File: src/rtl/apg_pkg.sv
// apg_pkg: shared types, constants and the CORDIC angle table of the arc point generator.
// Depends on nothing; every rtl module refers to it by scoped names.
`default_nettype none
package apg_pkg;

  localparam int MAX_SEGMENTS_DEF = 63;
  localparam int CORDIC_STEPS_DEF = 24;
  localparam int TRIG_W           = 34;
  localparam int SPAN_W           = 33;
  localparam int SEG_W            = 6;
  localparam int IDX_W            = 16;
  localparam int FIFO_DEPTH       = 4;
  localparam int TRIG_SHIFT       = 30;

  localparam logic signed [TRIG_W-1:0] PI_Q27      = 34'sd421657428;
  localparam logic signed [TRIG_W-1:0] TWO_PI_Q27  = 34'sd843314857;
  localparam logic signed [TRIG_W-1:0] FOUR_PI_Q27 = 34'sd1686629714;
  localparam logic signed [TRIG_W-1:0] HALF_PI_Q27 = 34'sd210828714;
  localparam logic signed [TRIG_W-1:0] GAIN_Q30    = 34'sd652032874;

  typedef enum logic [1:0] {
    FRONT_IDLE,
    FRONT_DIV,
    FRONT_GEN
  } front_state_t;

  typedef struct packed {
    logic signed [31:0] cx;
    logic signed [31:0] cy;
    logic [31:0]        cz;
    logic [30:0]        radius;
    logic [IDX_W-1:0]   node;
    logic               last;
  } side_t;

  typedef struct packed {
    logic signed [31:0] angle;
    side_t              side;
  } point_req_t;

  function automatic logic signed [TRIG_W-1:0] atan_q30(input int i);
    logic signed [TRIG_W-1:0] v;
    case (i)
      0:  v = 34'sd843314857;
      1:  v = 34'sd497837829;
      2:  v = 34'sd263043837;
      3:  v = 34'sd133525159;
      4:  v = 34'sd67021687;
      5:  v = 34'sd33543516;
      6:  v = 34'sd16775851;
      7:  v = 34'sd8388437;
      8:  v = 34'sd4194283;
      9:  v = 34'sd2097149;
      10: v = 34'sd1048576;
      11: v = 34'sd524288;
      12: v = 34'sd262144;
      13: v = 34'sd131072;
      14: v = 34'sd65536;
      15: v = 34'sd32768;
      16: v = 34'sd16384;
      17: v = 34'sd8192;
      18: v = 34'sd4096;
      19: v = 34'sd2048;
      20: v = 34'sd1024;
      21: v = 34'sd512;
      22: v = 34'sd256;
      23: v = 34'sd128;
      24: v = 34'sd64;
      25: v = 34'sd32;
      26: v = 34'sd16;
      27: v = 34'sd8;
      28: v = 34'sd4;
      29: v = 34'sd2;
      default: v = '0;
    endcase
    return v;
  endfunction

endpackage
`default_nettype wire

File: src/rtl/apg_front.sv
// apg_front: takes a request, divides the angle span by the segment count
// and issues one point word per point into the queue. Depends on apg_pkg.
`default_nettype none
module apg_front #(
  parameter int MAX_SEGMENTS = apg_pkg::MAX_SEGMENTS_DEF
) (
  input  wire                 clk,
  input  wire                 rst,
  input  wire                 start,
  output logic                busy,
  input  wire signed [31:0]   center_x,
  input  wire signed [31:0]   center_y,
  input  wire signed [31:0]   center_z,
  input  wire signed [31:0]   angle_start,
  input  wire signed [31:0]   angle_end,
  input  wire [30:0]          radius,
  input  wire [5:0]           segments,
  input  wire [15:0]          base_index,
  input  wire                 full,
  output logic                push,
  output apg_pkg::point_req_t wdata
);
  localparam int SW = apg_pkg::SPAN_W;
  localparam int NW = apg_pkg::SEG_W;

  apg_pkg::front_state_t state, state_next;
  logic [NW-1:0]      cnt;
  logic [SW-1:0]      dq;
  logic [NW-1:0]      rem;
  logic [NW-1:0]      nseg;
  logic [NW-1:0]      k;
  logic [SW-1:0]      qacc;
  logic [NW-1:0]      racc;
  logic               span_neg;
  logic signed [31:0] a0;
  apg_pkg::side_t     item;

  logic               accept;
  logic [NW-1:0]      n_in;
  logic signed [SW-1:0] span;
  logic [NW:0]        rem_sh;
  logic               qbit;
  logic [NW:0]        rsum;
  logic signed [SW:0] ang;

  function automatic logic [15:0] IDX_EXT(input logic [NW-1:0] v);
    return 16'(v);
  endfunction

  assign accept = start && !busy;
  assign n_in   = (segments > NW'(MAX_SEGMENTS)) ? NW'(MAX_SEGMENTS) : segments;
  assign span   = SW'(angle_end) - SW'(angle_start);
  assign rem_sh = {rem, dq[SW-1]};
  assign qbit   = (rem_sh >= {1'b0, nseg});
  assign rsum   = {1'b0, racc} + {1'b0, rem};
  assign ang    = (SW+1)'(a0) + (span_neg ? -$signed({1'b0, qacc}) : $signed({1'b0, qacc}));

  always_comb begin
    state_next = state;
    case (state)
      apg_pkg::FRONT_IDLE: if (accept) begin
        state_next = (n_in == '0) ? apg_pkg::FRONT_GEN : apg_pkg::FRONT_DIV;
      end
      apg_pkg::FRONT_DIV: if (cnt == NW'(SW-1)) begin
        state_next = apg_pkg::FRONT_GEN;
      end
      apg_pkg::FRONT_GEN: if (!full && k == nseg) begin
        state_next = apg_pkg::FRONT_IDLE;
      end
      default: state_next = apg_pkg::FRONT_IDLE;
    endcase
  end

  always_comb begin
    busy       = (state != apg_pkg::FRONT_IDLE);
    push       = (state == apg_pkg::FRONT_GEN) && !full;
    wdata.angle = ang[31:0];
    wdata.side  = item;
    wdata.side.node = item.node + IDX_EXT(k);
    wdata.side.last = (k == nseg);
  end

  always_ff @(posedge clk) begin
    if (rst) begin
      state <= apg_pkg::FRONT_IDLE;
    end else begin
      state <= state_next;
    end
  end

  always_ff @(posedge clk) begin
    case (state)
      apg_pkg::FRONT_IDLE: if (accept) begin
        a0          <= angle_start;
        span_neg    <= span[SW-1];
        dq          <= span[SW-1] ? SW'(-span) : SW'(span);
        rem         <= '0;
        nseg        <= n_in;
        cnt         <= '0;
        k           <= '0;
        qacc        <= '0;
        racc        <= '0;
        item.cx     <= center_x;
        item.cy     <= center_y;
        item.cz     <= center_z;
        item.radius <= radius;
        item.node   <= base_index;
        item.last   <= 1'b0;
      end
      apg_pkg::FRONT_DIV: begin
        rem <= qbit ? NW'(rem_sh - {1'b0, nseg}) : rem_sh[NW-1:0];
        dq  <= {dq[SW-2:0], qbit};
        cnt <= cnt + 1'b1;
      end
      apg_pkg::FRONT_GEN: if (!full) begin
        k <= k + 1'b1;
        if (rsum >= {1'b0, nseg}) begin
          racc <= NW'(rsum - {1'b0, nseg});
          qacc <= qacc + dq + 1'b1;
        end else begin
          racc <= rsum[NW-1:0];
          qacc <= qacc + dq;
        end
      end
      default: ;
    endcase
  end
endmodule
`default_nettype wire

File: config.mk
export PLATFORM = sky130hd
export DESIGN_NAME = apg_front
export DESIGN_NICKNAME = d
export VERILOG_FILES = /design/src/rtl/apg_pkg.sv /design/src/rtl/apg_front.sv
export SDC_FILE = /design/constraint.sdc
export NUM_CORES = 1
export LEC_CHECK = 0
export BUFFER_PORTS_ARGS = -buffer_cell sky130_fd_sc_hd__buf_4
export CORE_AREA = 2 2 197 199
export DETAILED_ROUTE_END_ITERATION = 6
export DIE_AREA = 0 0 199 201
export GPL_TIMING_DRIVEN = 0
export HOLD_SLACK_MARGIN = 0.02
export PLACE_DENSITY = 0.73
export SLEW_MARGIN = 20
export SYNTH_ARGS = -nofsm -noshare
export SYNTH_HDL_FRONTEND = slang
export SYNTH_SLANG_ARGS = --single-unit
File: constraint.sdc
create_clock -name clk -period 9.45 [get_ports clk]
set_clock_uncertainty 0.15 [all_clocks]
set_input_delay 1.4175 -clock clk [delete_from_list [all_inputs] [get_ports clk]]
set_output_delay 1.4175 -clock clk [all_outputs]
set_load 0.02 [all_outputs]
After elaboration in Yosys (flattened, before gate mapping)

Cells that the tools add are included.

Register bits after elaboration: 274
Output and inout port bits: 178
Logic and storage cells: 75

Reduce and logical (&&, ||, !) cells: 14
Mux-type cells: 23
Order comparisons: 3
Equality and inequality tests: 8
$add $sub $neg: 12

Operators with widths:

| operator                                                        | number |
|---|---|
| 33-bit 2-to-1 mux                                               | 5 |
| 33-bit case mux with 2 select lines                             | 2 |
| 6-bit case mux with 2 select lines                              | 4 |
| 6-bit 2-to-1 mux                                                | 6 |
| 33-bit by 1-bit adder with 33-bit output, second input constant | 1 |
| 33-bit adder                                                    | 1 |
| 33-bit negation                                                 | 1 |
| 32-bit by 32-bit subtractor with 33-bit output                  | 1 |
| 32-bit adder                                                    | 1 |
| 32-bit 2-to-1 mux                                               | 1 |
| 32-bit negation                                                 | 1 |
| 16-bit by 6-bit adder with 16-bit output                        | 1 |
| 7-bit by 6-bit >= comparator with 1-bit output                  | 2 |
| 6-bit by 1-bit adder with 6-bit output, second input constant   | 2 |
| 6-bit subtractor                                                | 2 |
| 2-bit 2-to-1 mux                                                | 4 |
| 2-bit inequality test, second input constant                    | 4 |
| 6-bit by 6-bit adder with 7-bit output                          | 1 |
| 6-bit == test                                                   | 1 |
| 6-bit == test, second input constant                            | 1 |
| 6-bit > comparator, second input constant                       | 1 |
| 6-bit zero test                                                 | 1 |
| 2-bit case mux with 3 select lines                              | 1 |
| 3-bit AND reduction                                             | 2 |
| 7 further kinds                                                 | 13 |

Longest topological paths before layout

Depth after elaboration: 6
Depth in mapped cells: 21

Worst setup path after synthesis

No wires, ideal clock.

Path type: input-to-reg
From: in start
To: reg k[0], enable pin
Stages on the path: 2
Data arrival time: 6.656 ns
Path buffers: 0
Slack: 2.262 ns
Cell sequence: and2_1 or2_2

Cells in the longest elaborated chain, start to end: 3

RTL lines:

| what                            | RTL line         | source |
|---|---|---|
| start, declared                 | apg_front.sv:9   | `input wire start,` |
| 1-bit logical AND               | apg_front.sv:50  | `assign accept = start && !busy;` |
| 2-bit inequality test (no line) | -                |  |
| 3-bit AND reduction (no line)   | -                |  |
| end signal, assigned            | apg_front.sv:116 | `k <= k + 1'b1;` |
| end, declared                   | apg_front.sv:31  | `logic [NW-1:0] k;` |

No other way between the ends.
A chain may end at the register's enable or synchronous reset.

==> results.yml <==
outcome:
  outcome: "complete, no violations"
grt:
  grt_max_degree: 54
  grt_antenna_before_repair: 8
  grt_pass1_vias: 14450
  grt_pass1_wl_um: 80580
  grt_overflow_total: 0
  grt_use_total_pct: 26.20
layout:
  final_nets: 2563
  syn2layout_area_growth_pct: 26.89
  design_area_um2: 23360
  drive_gt1_share_pct: 28.08
  final_cell_mix: "buf_4, edfxtp_1, nor2_1"
  final_common_cell: "buf_4"
  layout.cells.non_filler: 2764
worst_hold_path:
  worstHoldStart: "dq[32]$_DFFE_PP_"
  min_path_cells: 2
  min_path_type: "reg -> reg"
  min_to: "rem[0]$_SDFFCE_PN0P_"
drt:
  drtAntennaViolNets: 0
  wl_per_cell_um: 19.57
  drt-total-wl_um: 54090
  first_pass_iters: 6
  drt_iter0_markers: 875
  vias: 15120
  viasPerCell: 5.469
  drc_errors: 0
setup_path:
  worstReg2RegStart: "rem[0]$_SDFFCE_PN0P_"
  cp.required_ns: 7.88
  crit_path_cell_trace: "or4_1 -> or4_1 -> inv_1 -> nand2_1 -> o31ai_1 -> xnor2_1 -> ha_1 -> clkbuf_1 -> a21oi_1 -> o21ai_0 -> nor2_1 -> o211ai_1 -> o221ai_1 -> nor2_1 -> or3_1 -> a41oi_1 -> o311ai_0 -> a21oi_1 -> xnor2_1 -> buf_4"
  crit_path_start_kind: "flop"
  r2r_end: "qacc[27]$_SDFFCE_PN0P_"
  cpMaxStageDelayCell: "or4_1"
  cp-end-kind: "primary output"
  slowest_delay_ns: 0.57
  cp_max_fo: 8
  worstPathArrival_ns: 5.92
  ff2ff_setup_slack_ns: 4.40
  ff2ff_path_depth: 15
  path_class: "reg -> out"
place:
  port_buffers: 394
  placedCellCount: 2697
  gp_congestion: 0.8985
  place_ws_ns: 2.691
  placed_area_um2: 22150
  hpwl_um: 42640
timing:
  hold_viol_final: 0
  layout_setup_ws_ns: 1.964
  tightestPinTransition_ns: 0.8656
  period_needed_ns: 7.486
  fmax_mhz: 133.6
  rsz0062_at_grt: "false"
  final-setup-viol-count: 0
  slew_headroom_pct: 41.76
  period_share_pct: 79.22
  drv_slew: 0
power:
  p_leak_nw: 9.954
  power_density_nw_per_um2: 251.7
  finalPower_mw: 5.881
  irDropWorstVdd_mv: 0.1750
yosys:
  synth_cell_type_count: 91
  synthArstFlopShare_pct: 0
  synthesis.nets: 2128
  seq_area_frac_synth_pct: 44.42
  avgSynthCellArea_um2: 10.34
  yosysWarnings: 0
  synth-seq-cells: 273
  syn_area_um2: 18410
  netlist_instances: 1780
  ys.flop_type: "edfxtp_1"
  synth-edff-count: 271
clocking:
  cts_tree: "built"
  cts_buffers: 34
  cts_resized: 0
  cts.sinks: 273
  post-cts-setup-buffers: 0
  clk_pin_slew_ns: 0.06
  insertion_delay_ns: 0.54
  hold_buffers: 0
  root_buffer: "clkbuf_16"
  cts-htree-levels: 2
  clockBufferDepth: 3
die:
  io-pin-count: 395
  die_h_um: 201
  rows: 72
  core_um2: 38110
  die_w_um: 199
  start_util_pct: 48.31
  die_area_um2: 40000
job:
  max_cap_violations: 0
==> critical path, delay by kind of cell, from the launching register on <==
kind	cells	cell delay [ns]
fa+ha+maj	1	0.31
simple gates	6	1.71
buf+inv	3	0.57
flops	1	0.51
compound gates	8	1.89
xor+xnor	2	0.37
==> where the power goes <==
group / switching [mW] / leakage [nW] / internal (mW)
combinational: 1.62 / 6.72 / 1.16
sequential: 0.123 / 2.64 / 1.58
clock: 0.522 / 0.588 / 0.879
==> synth_stat cells, drive strengths merged (25+ instances only) <==
library cell  instances  share of area (%)
edfxtp              271                 44
nor2                169                3.4
a21oi               144                4.0
buf                 138                5.5
ha                  124                8.4
xnor2               123                5.9
inv                  95                1.9
nand2                90                1.8
xor2                 71                3.4
o21ai                67                1.8
a21o                 53                2.2
clkbuf               38               0.78
nand3                35               0.95
nor3                 27               0.73
o31ai                25                1.1
==> sequential cells by signal (all words and copies together), names as in the netlist <==
name,flops
a0,32
cnt,6
dq,33
item,16
k,6
nseg,6
qacc,32
racc,6
rem,6
span_neg,1
state,2
wdata,127
==> stage by stage <==
stage | utilization, % | setup TNS, ns | hold slack, ns
CTS | 61.26 | 0 | 0.4487
detailed placement | 58.13 | 0 | 0.4353
floorplan | - | 0 | 0.3789
global placement | 57.78 | -11.40 | 0.4321
finish | 61.30 | 0 | 0.4363
global route | 61.30 | 0 | 0.5036
==> per-layer routing <==
metal | up-vias | global-route usage (%) | wire [um]
li1 | 7250 | - | -
met4 | 4 | 12.42 | 2289
met5 | - | 0 | 21
met1 | 7159 | 29.53 | 20130
met2 | 585 | 46.03 | 27230
met3 | 117 | 6.636 | 4418
==> worst max-delay path by stage <==
stage / start / end / cells after the start
6_report: qacc[3]$_SDFFCE_PN0P_ / wdata[174] / 20
5_1_grt: qacc[3]$_SDFFCE_PN0P_ / wdata[174] / 20
4_1_cts: qacc[3]$_SDFFCE_PN0P_ / wdata[174] / 20
3_5_place_dp: qacc[3]$_SDFFCE_PN0P_ / wdata[174] / 20
3_3_place_gp: start / qacc[23]$_SDFFCE_PN0P_ / 3
2_1_floorplan: start / k[0]$_SDFFCE_PN0P_ / 2
==> logic make-up after synthesis <==
group | Yosys count | share of synthesized area (%)
AOI/OAI and AO/OA | 438 | 15.69
xor gates and xnor gates | 194 | 9.229
adders and majority gates | 131 | 9.189
buffers and inverters | 271 | 8.257
DFF | 273 | 44.42
muxes | 8 | 0.4418
and+or+nand+nor | 465 | 12.77
==> final cells by class <==
cell class,count,area (um2)
clock buffers,42,912.1
inverters,95,356.6
plain buffers,176,1164
multi-input cells,1236,8726
fillers,3198,14750
clock inverters,19,279.0
repair buffers,399,3083
flip-flops and latches,273,8178
diodes,6,15.01
well taps,518,648.1
(Power assumes the default switching activity.)
