===== src/rtl/apg_pkg.sv =====
// apg_pkg: shared types, constants and the CORDIC angle table of the arc point generator.
// Depends on nothing; every rtl module refers to it by scoped names.
`default_nettype none
package apg_pkg;

  localparam int MAX_SEGMENTS_DEF = 63;
  localparam int CORDIC_STEPS_DEF = 24;
  localparam int TRIG_W           = 34;
  localparam int SPAN_W           = 33;
  localparam int SEG_W            = 6;
  localparam int IDX_W            = 16;
  localparam int FIFO_DEPTH       = 4;
  localparam int TRIG_SHIFT       = 30;

  localparam logic signed [TRIG_W-1:0] PI_Q27      = 34'sd421657428;
  localparam logic signed [TRIG_W-1:0] TWO_PI_Q27  = 34'sd843314857;
  localparam logic signed [TRIG_W-1:0] FOUR_PI_Q27 = 34'sd1686629714;
  localparam logic signed [TRIG_W-1:0] HALF_PI_Q27 = 34'sd210828714;
  localparam logic signed [TRIG_W-1:0] GAIN_Q30    = 34'sd652032874;

  typedef enum logic [1:0] {
    FRONT_IDLE,
    FRONT_DIV,
    FRONT_GEN
  } front_state_t;

  typedef struct packed {
    logic signed [31:0] cx;
    logic signed [31:0] cy;
    logic [31:0]        cz;
    logic [30:0]        radius;
    logic [IDX_W-1:0]   node;
    logic               last;
  } side_t;

  typedef struct packed {
    logic signed [31:0] angle;
    side_t              side;
  } point_req_t;

  function automatic logic signed [TRIG_W-1:0] atan_q30(input int i);
    logic signed [TRIG_W-1:0] v;
    case (i)
      0:  v = 34'sd843314857;
      1:  v = 34'sd497837829;
      2:  v = 34'sd263043837;
      3:  v = 34'sd133525159;
      4:  v = 34'sd67021687;
      5:  v = 34'sd33543516;
      6:  v = 34'sd16775851;
      7:  v = 34'sd8388437;
      8:  v = 34'sd4194283;
      9:  v = 34'sd2097149;
      10: v = 34'sd1048576;
      11: v = 34'sd524288;
      12: v = 34'sd262144;
      13: v = 34'sd131072;
      14: v = 34'sd65536;
      15: v = 34'sd32768;
      16: v = 34'sd16384;
      17: v = 34'sd8192;
      18: v = 34'sd4096;
      19: v = 34'sd2048;
      20: v = 34'sd1024;
      21: v = 34'sd512;
      22: v = 34'sd256;
      23: v = 34'sd128;
      24: v = 34'sd64;
      25: v = 34'sd32;
      26: v = 34'sd16;
      27: v = 34'sd8;
      28: v = 34'sd4;
      29: v = 34'sd2;
      default: v = '0;
    endcase
    return v;
  endfunction

endpackage
`default_nettype wire


===== src/rtl/apg_fifo.sv =====
// apg_fifo: short queue of point words between the front and the back.
// Depends on apg_pkg for the word type and depth.
`default_nettype none
module apg_fifo (
  input  wire                clk,
  input  wire                rst,
  input  wire                push,
  input  apg_pkg::point_req_t wdata,
  input  wire                pop,
  output apg_pkg::point_req_t rdata,
  output logic               full,
  output logic               empty
);
  localparam int AW = $clog2(apg_pkg::FIFO_DEPTH);

  apg_pkg::point_req_t mem [0:apg_pkg::FIFO_DEPTH-1];
  logic [AW-1:0] wr_ptr;
  logic [AW-1:0] rd_ptr;
  logic [AW:0]   count;

  assign full  = (count == (AW+1)'(apg_pkg::FIFO_DEPTH));
  assign empty = (count == '0);
  assign rdata = mem[rd_ptr];

  always_ff @(posedge clk) begin
    if (push && !full) begin
      mem[wr_ptr] <= wdata;
    end
  end

  always_ff @(posedge clk) begin
    if (rst) begin
      wr_ptr <= '0;
      rd_ptr <= '0;
      count  <= '0;
    end else begin
      if (push && !full) wr_ptr <= wr_ptr + 1'b1;
      if (pop && !empty) rd_ptr <= rd_ptr + 1'b1;
      case ({push && !full, pop && !empty})
        2'b10:   count <= count + 1'b1;
        2'b01:   count <= count - 1'b1;
        default: count <= count;
      endcase
    end
  end
endmodule
`default_nettype wire


===== config.mk =====
export PLATFORM = sky130hd
export DESIGN_NAME = apg_fifo
export DESIGN_NICKNAME = d
export VERILOG_FILES = /design/src/rtl/apg_pkg.sv /design/src/rtl/apg_fifo.sv
export SDC_FILE = /design/constraint.sdc
export NUM_CORES = 1
export LEC_CHECK = 0
export ABC_AREA = 1
export BUFFER_PORTS_ARGS = -buffer_cell sky130_fd_sc_hd__buf_2
export CAP_MARGIN = 20
export CORE_ASPECT_RATIO = 1.5
export CORE_MARGIN = 2
export CORE_UTILIZATION = 45
export CTS_CLUSTER_DIAMETER = 60
export DETAILED_ROUTE_END_ITERATION = 8
export PLACE_DENSITY = 0.7
export SLEW_MARGIN = 10
export SYNTH_ARGS = -nofsm -noshare
export SYNTH_HDL_FRONTEND = slang
export SYNTH_SLANG_ARGS = --single-unit
export TNS_END_PERCENT = 50

===== constraint.sdc =====
create_clock -name clk -period 20.9 [get_ports clk]
set_input_delay 4.18 -clock clk [delete_from_list [all_inputs] [get_ports clk]]
set_output_delay 4.18 -clock clk [all_outputs]
set_load 0.05 [all_outputs]

After elaboration in Yosys (flattened, before gate mapping)
Memory sizes are Yosys's and may differ from the RTL's. A register that Yosys moved wholly into a read port is not among the register bits.
Index checks and enable logic that the tools add are counted.
Cells by class
  divide/modulo/power cells: 0
  reduce and logical (&&, ||, !) cells: 6
  $mul: 0
  $lt $le $gt $ge: 0
  multiplexer cells: 5
  shifts and indexed selects: 0
  add/subtract/negate cells: 4
  equality and inequality tests: 3
  bitwise gates (word level): 0
Operators with widths (number)
  3-bit case mux with 2 select lines: 1
  2-bit by 1-bit adder with 2-bit output (second input constant): 2
  2-bit two-way mux: 2
  3-bit by 1-bit adder with 3-bit output (second input constant): 1
  3-bit == test (second input constant): 1
  3-bit logical NOT: 1
  3-bit by 1-bit subtractor with 3-bit output (second input constant): 1
  2-bit by 1-bit == test with 1-bit output (second input constant): 1
  2-bit == test (second input constant): 1
  1-bit logical AND: 2
  1-bit logical NOT: 2
  1-bit two-way mux: 2
  2-bit nonzero test: 1
Storage, ports and cells
  input bits: 180
  RAM bits: 704
  latch bits: 0
  memory bits (read-only): 0
  logic and storage cells: 22
  bits in registers: 7
  memories: 1
  output and inout bits: 178
Memory list
  mem: depth 4, bits a word 176, read ports 1, clocked after memory_dff 1, wr ports 1, RTL line apg_fifo.sv:16  | apg_pkg::point_req_t mem [0:apg_pkg::FIFO_DEPTH-1];

Logic depth before layout (Yosys ltp)
Gate-level depths: netlist of the first run.
  depth after elaboration: 5
  mapped depth: 13
  gate-level depth less buffers: 13

Worst setup path before layout of the first run
OpenSTA, ideal clock, no wires.
  kind: input to register
  start: in push
  end: mem mem[0][0] (netlist bit), enable pin
  stages on the path: 2
  arrival: 11628 ps
  slack: 8556 ps
  setup time: 715 ps
  data required time: 20185 ps
  cell sequence: nand2_1 > nor2_1
On the way
  word-level cells in the longest chain between the ends: 3
Ends and longest elaborated chain
  start: declaration: RTL line apg_fifo.sv:7  | input wire push,
  1-bit logical AND: RTL line apg_fifo.sv:26  | if (push && !full) begin
  1-bit two-way mux: RTL line apg_fifo.sv:26
  1-bit two-way mux (implied by the code): RTL line apg_fifo.sv:27  | mem[wr_ptr] <= wdata;
  end: declaration: RTL line apg_fifo.sv:16
Every way passes these cells.

==> results.cfg, run 1 <==
[placement]
portBuffers = 357
pre_cts_ws_ns = 13.47
routabilityCongestion = 0.803
dpl_cell_area_um2 = 28800
dp_hpwl_um = 35000

[pwr]
p_total_mw = 4.27
pwr_density_cell_nw_per_um2 = 137
total_leakage_power_nw = 10.7
vdd_drop_max_mv = 0.140

[cts]
postCtsSetupBuffers = 0
cts_buffers = 68
cts.path.max_buffers = 3
clk_latency_ns = 0.60
numClockSinks = 713
cts.htree.levels = 3
root_buffer = clkbuf_16
clkSlewWorstSetupHoldPaths_ns = 0.06
postCtsHoldBufs = 0
tritoncts = done
ctsResizeCount = 0

[synth]
synth_fp_nets = 1957
synth.top_cell.area_share = 0.796
synth_area_leader_cell = edfxtp_1
yosys.area_share.adder = 0.00311
synth_compound_area_frac = 0.109
syn_area_um2 = 26500
synth_xor_area_frac = 0
synth_top_family_by_area = compound AO/OA/AOI/OAI gates
synth_warnings = 0
synthSimpleGateAreaFrac = 0.0543
ys_seq_elements = 713
synth.distinct_cells = 19
synthCells = 1771
yosys-top-cells-area = edfxtp_1, nor2_1, o21ai_0
synthMuxAreaShare = 0
syn_avg_cell_area_um2 = 15.0
ys_seq_area_frac = 0.803

[worst_setup_path]
crit-reg2reg-launch = count[1]
startpoint_type = flip-flop
timing.rr.end = mem[0][126]
reg2reg_slack_ns = 17.21
critPathKind = reg2out
rr_worst_depth = 6
endpoint_kind = output pin
worstPathRequired_ns = 16.72
crit_fanout = 94
crit_arrival_ns = 3.86

[routing]
routed_wl_um = 60600
drc = 0
vias_per_cell = 5.47
dr.pass1.iters = 5
final_antenna_net_count = 0
drt-wirelength-per-cell_um = 20.6
dr_total_vias = 16106
drtIter0Drc = 956

[timing]
final_hold_viol_count = 0
slew_viol_final = 0
max_freq_ghz = 0.124
worst_pin_slew_ns = 1.00
rsz0062_at_grt = false
setup_viol_count_final = 0
period_needed_ns = 8.04
worst_slack_ns = 12.86
post-route-period-util = 0.385
skew_ns = 0.0240
tns_ns = 0
slew_headroom = 0.332

[layout]
multiInputGateArea_um2 = 4450
layout_common_cells = edfxtp_1, nor2_1, buf_2
fin_nets = 2290
stdcell_area_um2 = 31000
layout-drive-gt1-share = 0.222
area_growth_pct = 16.9
n_fill_cell = 4824
seqCellArea_um2 = 21300
mostFrequentLayoutCell = edfxtp_1

[worst_hold_path]
min_path_cells = 2
hold_start = rd_ptr[1]
worstHoldPathType = reg2reg

[die]
start_util = 0.453
die_area_um2 = 61000
die_y_um = 301
ios = 358
die_x_um = 202
coreArea_um2 = 58600
rows = 109

[global_route]
grt_pass1_wl_um = 90200
gr-total-overflow = 0
antenna_found_initial = 25
grt_pass1_vias = 16154
grt_usage = 0.193
grt_max_degree = 169

[run]
cap_violations = 0

[run_status]
status = finished, final reports clean
## per-layer routing
layer  wire [µm]  vias to the layer above  global-route usage
met5         106                        -                   0
met4        2560                       18               0.103
met3        3880                      147              0.0473
met2       31100                      523               0.338
met1       23000                     8033               0.219
li1            -                     7385                   -
## report_power, final
part / leakage [nW] / internal, mW / switching, mW
Clock: 1.06 / 0.707 / 0.499
Sequential: 6.53 / 1.70 / 0.0404
Combinational: 3.12 / 0.259 / 1.06
## synthesized netlist by cell type (all sizes together)
| library cell | number |
|---|---|
| a21oi | 5 |
| buf | 81 |
| clkbuf | 34 |
| dfxtp | 9 |
| edfxtp | 704 |
| fa | 1 |
| ha | 5 |
| inv | 20 |
| nand2 | 15 |
| nand3 | 5 |
| nor2 | 362 |
| o21ai | 354 |
| o22ai | 176 |
## sequential cells by signal, summed over array words and instances (netlist names), named ones only
name    flops
rd_ptr      2
count       3
wr_ptr      2
mem       704
## per-stage QoR
step,instances,hold WS [ns],utilization
after floorplan,1771,0.459,-
after CTS,2930,0.494,0.528
after global placement,2811,0.468,0.491
after detailed placement,2811,0.484,0.491
final,2946,0.491,0.529
after global routing,2944,0.523,0.529
## cell type report
type                            count  area share
Antenna cell                       16     0.00129
Clock buffer                       82      0.0586
Clock inverter                     37      0.0120
Tap cell                          777      0.0313
Inverter                           20     0.00290
Timing Repair Buffer              378      0.0631
Sequential cell                   713       0.687
Multi-Input combinational cell    923       0.143
## logic make-up after synthesis
kind of cell | count (synthesis)
buffers and inverters | 135
adders and majority gates | 6
DFF | 713
and+or+nand+nor | 382
AOI/OAI and AO/OA | 535
## how the worst max path moves through the flow
stage	end	from	depth (start not counted)
6_report	rdata[104]	flip-flop	5
5_1_grt	rdata[104]	flip-flop	5
4_1_cts	rdata[104]	flip-flop	5
3_5_place_dp	mem[0][0]	push	5
3_3_place_gp	mem[0][159]	push	5
2_1_floorplan	mem[0][0]	push	2
## worst max-delay path: stages, from the launching register on
cell	delay, ns
dfxtp_4	0.81
buf_4	0.65
buf_4	0.79
o21ai_0	0.20
o22ai_1	0.30
buf_2	0.32
No activity file was read; power rests on OpenSTA's default activity.
==> inputs of run 2 (changes only) <==
- clock period: 20.9 -> 7.7 ns (I/O delays scaled with it)
==> run 2 against run 1 <==
  * Clock power grew to 2.6 times the previous value
  * Register-to-register slack lost 12 ns
  * Die area is the same
  * Design area shrank 0.45%
  * Flip-flop and latch count is the same
  * Hold slack gained 0.015 ns
  * Sequential power grew to 2.7 times the previous value
  * Utilization shrank 0.24 points
  * Combinational power grew to 2.7 times the previous value
  * Global-route usage shrank 0.056 points
  * Cell count shrank 0.48%
  * Critical path type unchanged
  * Largest power group unchanged
  * Highest routed layer unchanged
==> results.cfg, run 2 (synthesized netlist as in run 1, its figures left out) <==
[worst_setup_path]
startpoint_type = flip-flop
critPathKind = reg2out
path_cells = buf_12, buf_4, o21ai_0, o22ai_1, buf_2
crit_fanout = 160
path_delay_family = buffers and inverters
cp.buffers_inverters = 3
worstPathRequired_ns = 6.16
crit_arrival_ns = 3.33
max_stage_delay_ns = 0.84
worst_path_max_delay_cell = buf_4
endpoint_kind = output pin

[timing]
max_freq_ghz = 0.205
slew_headroom = 0.307
post-route-period-util = 0.633
final_hold_viol_count = 0
skew_ns = 0.0274
worst_pin_slew_ns = 1.04
rsz0062_at_grt = false
worst_slack_ns = 2.83
slew_viol_final = 0
period_needed_ns = 4.87
setup_viol_count_final = 0

[cts]
cts.htree.levels = 3
cts.path.max_buffers = 3
clkSlewWorstSetupHoldPaths_ns = 0.06
cts_buffers = 66
root_buffer = clkbuf_16
postCtsSetupBuffers = 0
ctsResizeCount = 0
postCtsHoldBufs = 0
tritoncts = done
clk_latency_ns = 0.58
numClockSinks = 713

[run]
cap_violations = 0

[routing]
vias_per_cell = 5.47
routed_wl_um = 59900
drt-wirelength-per-cell_um = 20.4
dr_total_vias = 16037
final_antenna_net_count = 0
drc = 0
drtIter0Drc = 1049
dr.pass1.iters = 7

[pwr]
p_switching_mw = 4.32
total_leakage_power_nw = 10.6
p_sw_frac = 0.379
pwr_density_cell_nw_per_um2 = 369
p_comb_frac = 0.316
p_int_mw = 7.08
sequentialPowerShare = 0.411
pwr-share-clk = 0.273
vdd_drop_max_mv = 0.284

[global_route]
gr-total-overflow = 0
grt_usage = 0.193
antenna_found_initial = 16
grt_pass1_wl_um = 90700
grt_pass1_vias = 16359
grt_max_degree = 195

[die]
die_x_um = 202
die_y_um = 301
die_area_um2 = 61000
coreArea_um2 = 58600
start_util = 0.453
ios = 358
rows = 109

[placement]
routabilityCongestion = 0.764
dpl_cell_area_um2 = 28800
dp_hpwl_um = 33700
pre_cts_ws_ns = 3.50
portBuffers = 357

[layout]
top_regs = mem x704, count x3
regMostFlops = mem
fin_nets = 2287
layout_common_cells = edfxtp_1, nor2_1, buf_2
largest_reg_flops = 704
mostFrequentLayoutCell = edfxtp_1
layout-drive-gt1-share = 0.220
area_growth_pct = 16.4
stdcell_area_um2 = 30900

[run_status]
status = finished, final reports clean

[worst_hold_path]
worstHoldPathType = reg2reg
[run 2: changes by cell type in the layout (fill, tap and decap cells not counted), sizes merged]
cell      delta
clkinv       -6
diode        -4
bufinv       -2
buf          -1
clkbuf       -4
clkinvlp     +1
inv          +2
[run 2: path summary, 6_finish.rpt]
kind,cells past startpoint,start,to,slack [ns]
min reg2reg,2,rd_ptr[1],flip-flop,0.51
max reg2reg,6,count[1],mem[0][106],4.77
max,5,flip-flop,rdata[116],2.83
min,2,rd_ptr[1],flip-flop,0.51
[run 2: cell type report]
cell class | instances | area [µm²]
well taps | 777 | 972
inverters | 20 | 90.1
repair buffers | 377 | 1990
diodes | 12 | 30.0
clock inverters | 32 | 313
fillers | 4787 | 27800
flip-flops and latches | 713 | 21300
clock buffers | 78 | 1720
multi-input cells | 923 | 4450
[run 2: metrics by stage]
step / utilization / hold slack (ns) / std cells / power (mW) / TNS [ns]
4_1_cts: 0.526 / 0.507 / 2920 / 11.5 / 0
6_report: 0.527 / 0.505 / 2932 / 11.4 / 0
3_5_place_dp: 0.492 / 0.497 / 2810 / 8.40 / 0
3_3_place_gp: 0.492 / 0.463 / 2810 / 8.33 / 0
2_1_floorplan: - / 0.459 / 1771 / 7.59 / -1410.54
5_1_grt: 0.527 / 0.534 / 2931 / 11.9 / 0
[run 2: power groups by stage]
stage	combinational (mW)	sequential, mW	clock (mW)
finish	3.61	4.69	3.11
global route	3.82	4.71	3.31
CTS	3.64	4.69	3.17
global placement	3.57	4.76	0
floorplan	2.76	4.83	0
detailed placement	3.63	4.77	0
[run 2: routing by layer]
metal / global-route usage / vias up / part of all wire
met5: 0 / - / 0.00092
met2: 0.340 / 552 / 0.52
met1: 0.224 / 7990 / 0.38
li1: - / 7362 / -
met4: 0.0829 / 8 / 0.035
met3: 0.0475 / 125 / 0.069
[run 2: worst reg2reg max path, delay by kind of cell, from the launching register on]
| family | cells | cell delay, ns |
|---|---|---|
| buffers and inverters | 2 | 1.40 |
| and+or+nand+nor | 4 | 0.73 |
| DFF | 1 | 0.36 |
